[config.mk]
export PLATFORM = sky130hd
export DESIGN_NAME = stereo_downmix_block_rms_meter
export DESIGN_NICKNAME = d
export VERILOG_FILES = /design/src/hdl/sdrms_pkg.sv /design/src/hdl/stereo_downmix_block_rms_meter.sv /design/src/hdl/sdrms_level_unit.sv
export SDC_FILE = /design/constraint.sdc
export NUM_CORES = 1
export LEC_CHECK = 0
export BUFFER_PORTS_ARGS = -buffer_cell sky130_fd_sc_hd__clkbuf_2
export CORE_MARGIN = 8
export CORE_UTILIZATION = 35
export CTS_BUF_LIST = sky130_fd_sc_hd__clkbuf_2
export CTS_CLUSTER_SIZE = 24
export DETAILED_ROUTE_END_ITERATION = 6
export PLACE_DENSITY = 0.47
export SYNTH_ARGS = -nofsm -noshare
export SYNTH_HDL_FRONTEND = slang
export SYNTH_HIERARCHICAL = 1
export SYNTH_SLANG_ARGS = --single-unit
[constraint.sdc]
create_clock -name clk_i -period 9 [get_ports clk_i]
set_input_delay 1.8 -clock clk_i [delete_from_list [all_inputs] [get_ports clk_i]]
set_output_delay 1.8 -clock clk_i [all_outputs]
set_load 0.005 [all_outputs]
[src/hdl/sdrms_pkg.sv]
// Shared constants and types for the stereo downmix block RMS meter.
// Used by the level unit, the top level and the port checker.
package sdrms_pkg;

  localparam int unsigned SAMPLE_W       = 16;
  localparam int unsigned BLOCKS_W       = 16;
  localparam int unsigned LEVEL_W        = 7;
  localparam int unsigned FRAMES_DEF     = 256;
  localparam int unsigned MAX_BLOCKS_RST = 7500;
  localparam int unsigned RMS_CLIP       = 3000;
  localparam int unsigned LEVEL_MAX      = 100;
  localparam int unsigned DIV30_MUL      = 2185;
  localparam int unsigned SQ_W           = 31;
  localparam int unsigned ROOT_W         = 16;
  localparam int unsigned ROOT_STEPS     = 16;

  typedef struct packed {
    logic               done;
    logic [LEVEL_W-1:0] level;
  } lvl_stat_t;

endpackage

[src/hdl/stereo_downmix_block_rms_meter.sv]
// Stereo downmix with block RMS level meter, top level.
// Instantiates sdrms_level_unit; depends on sdrms_pkg.
//
// Input stream: one stereo frame per item, tdata = {right, left}.
// Output stream: one result item per input item. tdata carries mono sample,
// level, completed block count and full flag; tlast marks the last frame of
// a block; tuser says the frame was recorded.
// Config channel: cfg_data_i sets the capacity in blocks, always ready.
//
// Timing: an ordinary frame passes the downmix, square and accumulate registers
// before its result is loaded into the output register, and input ready returns
// once it is loaded. The last frame of a block adds the level engine: 16 square
// root steps, then scaling and a handoff to the top level. One frame is in work
// at a time; input ready is low from accept until the result is loaded into the
// output register.
// Reset clears the sum, frame position, block count, level and full flag
// and loads a capacity of 7500 blocks. A stalled receiver holds the result
// in the output register; one further frame may be accepted and processed,
// and its result waits until the output register is free.
module stereo_downmix_block_rms_meter import sdrms_pkg::*; #(
  parameter int unsigned FRAMES_PER_BLOCK = FRAMES_DEF
) (
  input  logic                clk_i,
  input  logic                rst_ni,
  input  logic                s_axis_tvalid,
  output logic                s_axis_tready,
  input  logic [31:0]         s_axis_tdata,   // left_sample[15:0], right_sample[31:16]
  output logic                m_axis_tvalid,
  input  logic                m_axis_tready,
  output logic [39:0]         m_axis_tdata,   // mono_sample[15:0], level[22:16],
                                              // blocks_recorded[38:23], full_res[39]
  output logic                m_axis_tlast,
  output logic [0:0]          m_axis_tuser,   // accepted[0]
  input  logic                cfg_valid_i,
  output logic                cfg_ready_o,
  input  logic [BLOCKS_W-1:0] cfg_data_i
);

  localparam int unsigned SUM_W = SQ_W + $clog2(FRAMES_PER_BLOCK);
  localparam int unsigned IDX_W = (FRAMES_PER_BLOCK > 1) ? $clog2(FRAMES_PER_BLOCK) : 1;

  typedef enum logic [2:0] {S_IDLE, S_SQ, S_ACC, S_LVL, S_OUT} state_e;

  state_e                      state_q;
  logic [BLOCKS_W-1:0]         max_blocks_q;
  logic [SUM_W-1:0]            sum_q;
  logic [IDX_W-1:0]            idx_q;
  logic [BLOCKS_W-1:0]         blocks_q;
  logic [LEVEL_W-1:0]          level_q;
  logic                        full_q;
  logic                        acc_q;
  logic                        done_q;
  logic                        m_valid_q;
  logic signed [SAMPLE_W-1:0]  mono_q;
  logic [SQ_W-1:0]             sq_q;
  logic [39:0]                 m_data_q;
  logic                        m_last_q;
  logic                        m_user_q;

  logic signed [SAMPLE_W:0]    pair_sum;
  logic signed [31:0]          sq_full;
  logic                        blk_start;
  logic                        over_cap;
  logic                        full_n;
  logic                        rec;
  logic                        last;
  logic [SUM_W-1:0]            sum_n;
  logic                        lvl_start;
  logic                        out_free;
  logic                        out_load;
  lvl_stat_t                   lvl_stat;

  assign pair_sum = SAMPLE_W'(signed'(s_axis_tdata[15:0])) + SAMPLE_W'(signed'(s_axis_tdata[31:16]));
  assign sq_full  = mono_q * mono_q;

  assign blk_start = (idx_q == '0);
  assign over_cap  = ({1'b0, blocks_q} + 17'd1) > {1'b0, max_blocks_q};
  assign full_n    = full_q | (blk_start & over_cap);
  assign rec       = ~full_n | ~blk_start;
  assign last      = (idx_q == IDX_W'(FRAMES_PER_BLOCK - 1));
  assign sum_n     = sum_q + SUM_W'(sq_q);
  assign lvl_start = (state_q == S_ACC) & rec & last;
  assign out_free  = ~m_valid_q | m_axis_tready;
  assign out_load  = (state_q == S_OUT) & out_free;

  sdrms_level_unit #(
    .FRAMES_PER_BLOCK(FRAMES_PER_BLOCK)
  ) u_level (
    .clk_i  (clk_i),
    .rst_ni (rst_ni),
    .start_i(lvl_start),
    .sum_i  (sum_n),
    .stat_o (lvl_stat)
  );

  always_ff @(posedge clk_i or negedge rst_ni) begin
    if (!rst_ni) begin
      state_q      <= S_IDLE;
      max_blocks_q <= BLOCKS_W'(MAX_BLOCKS_RST);
      sum_q        <= '0;
      idx_q        <= '0;
      blocks_q     <= '0;
      level_q      <= '0;
      full_q       <= 1'b0;
      acc_q        <= 1'b0;
      done_q       <= 1'b0;
      m_valid_q    <= 1'b0;
    end else begin
      if (cfg_valid_i) begin
        max_blocks_q <= cfg_data_i;
      end
      if (out_load) begin
        m_valid_q <= 1'b1;
      end else if (m_axis_tready) begin
        m_valid_q <= 1'b0;
      end
      unique case (state_q)
        S_IDLE: begin
          if (s_axis_tvalid) begin
            state_q <= S_SQ;
          end
        end
        S_SQ: state_q <= S_ACC;
        S_ACC: begin
          full_q <= full_n;
          acc_q  <= rec;
          done_q <= rec & last;
          if (rec & last) begin
            sum_q    <= '0;
            idx_q    <= '0;
            blocks_q <= blocks_q + 1'b1;
            state_q  <= S_LVL;
          end else begin
            if (rec) begin
              sum_q <= sum_n;
              idx_q <= idx_q + 1'b1;
            end
            state_q <= S_OUT;
          end
        end
        S_LVL: begin
          if (lvl_stat.done) begin
            level_q <= lvl_stat.level;
            state_q <= S_OUT;
          end
        end
        S_OUT: begin
          if (out_load) begin
            state_q <= S_IDLE;
          end
        end
        default: state_q <= S_IDLE;
      endcase
    end
  end

  always_ff @(posedge clk_i) begin
    if ((state_q == S_IDLE) && s_axis_tvalid) begin
      mono_q <= pair_sum[SAMPLE_W:1];
    end
    if (state_q == S_SQ) begin
      sq_q <= sq_full[SQ_W-1:0];
    end
    if (out_load) begin
      m_data_q <= {full_q, blocks_q, level_q, mono_q};
      m_last_q <= done_q;
      m_user_q <= acc_q;
    end
  end

  assign s_axis_tready   = (state_q == S_IDLE);
  assign m_axis_tvalid   = m_valid_q;
  assign m_axis_tdata    = m_data_q;
  assign m_axis_tlast    = m_last_q;
  assign m_axis_tuser[0] = m_user_q;
  assign cfg_ready_o     = 1'b1;

endmodule

[src/hdl/sdrms_level_unit.sv]
// Block level engine: integer square root of the block mean square, found by testing
// frames * root^2 against the sum, then scaling to 0..100. One shared subtractor does
// every root step. Depends on sdrms_pkg.
module sdrms_level_unit import sdrms_pkg::*; #(
  parameter int unsigned FRAMES_PER_BLOCK = FRAMES_DEF
) (
  input  logic                                         clk_i,
  input  logic                                         rst_ni,
  input  logic                                         start_i,
  input  logic [SQ_W+$clog2(FRAMES_PER_BLOCK)-1:0]     sum_i,
  output lvl_stat_t                                    stat_o
);

  localparam int unsigned SUM_W = SQ_W + $clog2(FRAMES_PER_BLOCK);
  localparam int unsigned UW    = SUM_W + 1;
  localparam int unsigned CNT_W = $clog2(ROOT_STEPS);
  localparam logic [SUM_W-1:0] NBIT_INIT = SUM_W'(FRAMES_PER_BLOCK) << (2 * ROOT_STEPS - 2);

  typedef enum logic [1:0] {U_IDLE, U_SQRT, U_SCALE} ustate_e;

  ustate_e             state_q;
  logic [CNT_W-1:0]    cnt_q;
  logic [SUM_W-1:0]    rem_q;
  logic [SUM_W-1:0]    nres_q;
  logic [SUM_W-1:0]    nbit_q;
  logic [ROOT_W-1:0]   root_q;
  logic [ROOT_W-1:0]   rbit_q;
  logic                done_q;
  logic [LEVEL_W-1:0]  level_q;

  logic [UW-1:0]       op_a;
  logic [UW-1:0]       op_b;
  logic [UW:0]         diff;
  logic                ge;
  logic [15:0]         rms;
  logic [23:0]         prod;
  logic [LEVEL_W-1:0]  level_calc;

  assign op_a = {1'b0, rem_q};
  assign op_b = {1'b0, nres_q} + {1'b0, nbit_q};
  assign diff = {1'b0, op_a} - {1'b0, op_b};
  assign ge   = ~diff[UW];

  assign rms        = root_q;
  assign prod       = rms[11:0] * 12'(DIV30_MUL);
  assign level_calc = (rms > 16'(RMS_CLIP)) ? LEVEL_W'(LEVEL_MAX) : prod[22:16];

  always_ff @(posedge clk_i or negedge rst_ni) begin
    if (!rst_ni) begin
      state_q <= U_IDLE;
      cnt_q   <= '0;
      done_q  <= 1'b0;
      level_q <= '0;
    end else begin
      unique case (state_q)
        U_IDLE: begin
          done_q <= 1'b0;
          if (start_i) begin
            cnt_q   <= CNT_W'(ROOT_STEPS - 1);
            state_q <= U_SQRT;
          end
        end
        U_SQRT: begin
          cnt_q <= cnt_q - 1'b1;
          if (cnt_q == '0) begin
            state_q <= U_SCALE;
          end
        end
        U_SCALE: begin
          level_q <= level_calc;
          done_q  <= 1'b1;
          state_q <= U_IDLE;
        end
        default: begin
          done_q  <= 1'b0;
          state_q <= U_IDLE;
        end
      endcase
    end
  end

  always_ff @(posedge clk_i) begin
    unique case (state_q)
      U_IDLE: begin
        if (start_i) begin
          rem_q  <= sum_i;
          nres_q <= '0;
          nbit_q <= NBIT_INIT;
          root_q <= '0;
          rbit_q <= ROOT_W'(1) << (ROOT_W - 1);
        end
      end
      U_SQRT: begin
        if (ge) begin
          rem_q  <= diff[SUM_W-1:0];
          nres_q <= (nres_q >> 1) + nbit_q;
          root_q <= root_q | rbit_q;
        end else begin
          nres_q <= nres_q >> 1;
        end
        nbit_q <= nbit_q >> 2;
        rbit_q <= rbit_q >> 1;
      end
      default: ;
    endcase
  end

  assign stat_o.done  = done_q;
  assign stat_o.level = level_q;

endmodule

==> impl_metrics.env <==
export IMPL_run_status="finished clean"
export IMPL_cts_clk_slew_worst_paths_ns=0.11
export IMPL_worstReg2RegStart="mono_q[15]"
export IMPL_post_drt_via_cell_ratio=4.898
export IMPL_finalMaxSlewViolations=0
export IMPL_postCtsResizedCells=0
export IMPL_worstPathMaxFanout=19
export IMPL_place_hpwl_um=55770
export IMPL_drtPass1Iterations=5
export IMPL_critPathLaunch="mono_q[15]"
export IMPL_htree_levels=3
export IMPL_grt_usage_pct=15.80
export IMPL_synth_async_sr_flop_share_pct=34.63
export IMPL_worst_r2r_endpoint="sq_q[29]"
export IMPL_start_util_pct=35.22
export IMPL_critical_path_launch_point_type="register"
export IMPL_critPathKind="reg2reg"
export IMPL_hold_buffers=0
export IMPL_report_final_setup_viol=0
export IMPL_critical_path_most_common_cell="fa_1"
export IMPL_finalNonFillerCells=4235
export IMPL_rows=105
export IMPL_netlist_instances=2962
export IMPL_leading_cell_types_in_the_layout_fill_and_taps_excluded="510 x inv_1, 290 x ha_1, 286 x nand2_1"
export IMPL_drt_first_iter_violations=1031
export IMPL_count_of_flip_flops_with_a_built_in_enable_after_synthesis=202
export IMPL_drt_antenna_violating_nets=0
export IMPL_synth_simple_area_share_pct=11.77
export IMPL_layout_drive_gt1_share_pct=10.27
export IMPL_clk_sink_count=309
export IMPL_grt_pass1_vias=22010
export IMPL_post_cts_buffers=0
export IMPL_io_buffers=96
export IMPL_clk_root_buffer_cell="clkbuf_2"
export IMPL_syn_area_um2=28780
export IMPL_final_nets=3688
export IMPL_antenna_violations_before_repair=2
export IMPL_synth_fp_nets=3563
export IMPL_vias=20742
export IMPL_ordered_cell_list_for_the_critical_path="inv_1, nor2_1, fa_1, inv_1, fa_1, inv_1, fa_1, fa_1, fa_1, inv_1, fa_1, inv_1, ha_1, a21o_1, a21o_1, a21oi_1, o21ai_0, a21oi_1, o21ai_0, o31a_1, o21a_1, nor2_1, xnor2_1"
export IMPL_maximum_buffer_depth_of_the_clock_tree=3
export IMPL_setup_total_negative_slack_ns=0
export IMPL_worst_r2r_setup_slack_ns=1.66
export IMPL_detail_route_drc_violations=0
export IMPL_clock_fmax_ghz=0.1362
export IMPL_worst_path_buf_inv=5
export IMPL_die_width_um=302.7
export IMPL_number_of_ports_placed_on_the_die_boundary=98
export IMPL_synth_warnings=6
export IMPL_endpoint_kind="register"
export IMPL_layout_cells_most_common="inv_1"
export IMPL_reg2reg_depth=23
export IMPL_seq_area_frac_synth_pct=30.41
export IMPL_synth_xor_xnor_area_share_pct=5.874
export IMPL_tritoncts_clock_tree="yes"
export IMPL_critPathCapture="sq_q[29]"
export IMPL_yosys_cell_types=94
export IMPL_slowest_delay_ns=0.76
export IMPL_die_area_um2=91650
export IMPL_worstHoldPathType="reg2reg"
export IMPL_worst_skew_pair_later_pin_latency_ns=1.06
export IMPL_core_area_um2=81720
export IMPL_most_used_dff_post_synth="edfxtp_1"
export IMPL_finalCritPeriodShare_pct=81.57
export IMPL_required_ns=9.61
export IMPL_max_slew_worst_pin_slew_ns=1.145
export IMPL_postSynthAreaPerCell_um2=9.716
export IMPL_maximum_number_of_pins_on_one_net_before_global_route_repair=91
export IMPL_critPathTopFamily="adder cells"
export IMPL_setup_clock_skew_after_layout_ns=0.2279
export IMPL_grt_first_pass_wirelength_um=116400
export IMPL_slew_headroom_pct=23.66
export IMPL_period_minus_slack_ns=7.341
export IMPL_place_congestion=0.8526
export IMPL_synth_compound_area_share_pct=13.12
export IMPL_ys_seq_elements=309
export IMPL_worst_path_stages=23
export IMPL_synth_top_family_by_area="adder cells"
export IMPL_yosys_mux_area_fraction_pct=0.4217
export IMPL_global_route_overflow_total=0
export IMPL_wl_per_cell_um=16.78
export IMPL_slowest_stage="edfxtp_1"
export IMPL_wirelength_um=71050
export IMPL_cts_made_buffers=90
export IMPL_share_of_synthesized_cell_area_in_full_adder_half_adder_and_majority_cells_pct=30.56
export IMPL_finalHoldViolations=0
export IMPL_grt_setup_unrepaired="false"
export IMPL_syn_to_final_growth_pct=8.570
export IMPL_cell_count_post_placement=4065
export IMPL_max_cap_viol_count=0
export IMPL_die_h_um=302.7
export IMPL_cp_data_arrival_time_ns=7.95
cell usage after synthesis (26+ instances only):
master | count | share of area [%]
nand3_1 | 39 | 0.68
xor2_1 | 72 | 2.2
inv_1 | 512 | 6.7
xnor2_1 | 121 | 3.7
nor3_1 | 29 | 0.50
a21oi_1 | 135 | 2.3
nor2_1 | 217 | 2.8
a211oi_1 | 26 | 0.68
and3_1 | 28 | 0.61
clkbuf_1 | 59 | 0.77
nand2_1 | 286 | 3.7
and2_1 | 38 | 0.83
ha_1 | 290 | 13
a21o_1 | 55 | 1.4
dfrtp_1 | 100 | 8.7
o21ai_0 | 143 | 2.5
edfxtp_1 | 202 | 21
fa_1 | 258 | 18
how the worst min path moves through the flow:
stage | to | from | cells past startpoint
after floorplan | m_axis_tdata[16] | level_q[0] | 0
after global placement | m_axis_tlast | done_q | 0
after detailed placement | m_axis_tdata[22] | level_q[6] | 0
after CTS | m_axis_tdata[22] | level_q[6] | 0
after global routing | m_axis_tdata[22] | level_q[6] | 0
final | m_axis_tdata[22] | level_q[6] | 0
worst register-to-register path, stage by stage (launching register included):
cell and delay [ns]:
edfxtp_1 0.76, inv_1 0.43, nor2_1 0.34, fa_1 0.53, inv_1 0.26, fa_1 0.44, inv_1 0.08, fa_1 0.44
fa_1 0.48, fa_1 0.54, inv_1 0.05, fa_1 0.53, inv_1 0.04, ha_1 0.35, a21o_1 0.18, a21o_1 0.17
a21oi_1 0.15, o21ai_0 0.10, a21oi_1 0.27, o21ai_0 0.19, o31a_1 0.30, o21a_1 0.17, nor2_1 0.11, xnor2_1 0.08
logic make-up after synthesis:
kind of cell,after synthesis
AOI/OAI and AO/OA,569
buffers and inverters,590
other,1
xor gates and xnor gates,193
and+or+nand+nor,741
adders and majority gates,548
muxes,11
DFF,309
area by class of cell:
| cell class | count | area [um2] |
|---|---|---|
| fillers | 8307 | 50470 |
| multi-input cells | 2063 | 17800 |
| flip-flops and latches | 309 | 8752 |
| inverters | 514 | 1932 |
| well taps | 1070 | 1339 |
| clock buffers | 127 | 635.6 |
| repair buffers | 109 | 580.6 |
| clock inverters | 42 | 203.9 |
| diodes | 1 | 2.502 |
registers in the layout (all words and copies together), names as in the netlist, 2 cells and up:
| name | flops |
|---|---|
| m_axis_tdata | 40 |
| u_level/nres_q | 39 |
| mono_q | 16 |
| u_level/state_q | 2 |
| u_level/level_q | 7 |
| level_q | 7 |
| u_level/rbit_q | 15 |
| u_level/nbit_q | 5 |
| sq_q | 30 |
| u_level/cnt_q | 4 |
| u_level/rms | 16 |
| max_blocks_q | 16 |
| sum_q | 39 |
| u_level/rem_q | 39 |
| blocks_q | 16 |
| state_q | 3 |
| idx_q | 8 |
metrics by stage:
stage	hold WS, ns	area, um2	utilization, %	worst slack, ns
detailed placement	0.4310	30400	37.20	1.789
finish	0.4372	31240	38.23	1.659
global placement	0.4315	30400	37.20	1.953
CTS	0.4363	31240	38.23	1.615
global route	0.4582	31240	38.23	1.227
floorplan	0.4194	28780	-	2.574
layer usage:
metal	up-vias	part of all wire (%)	GRT usage, %
met5	-	0.018	0
met4	2	3.8	6.511
met3	150	3.3	2.261
met2	367	48	27.18
met1	10052	45	19.83
li1	10171	-	-
Power is left out: the tool's default activity adds up to more than one toggle a clock period on the data nets, which glitch-free logic cannot reach.
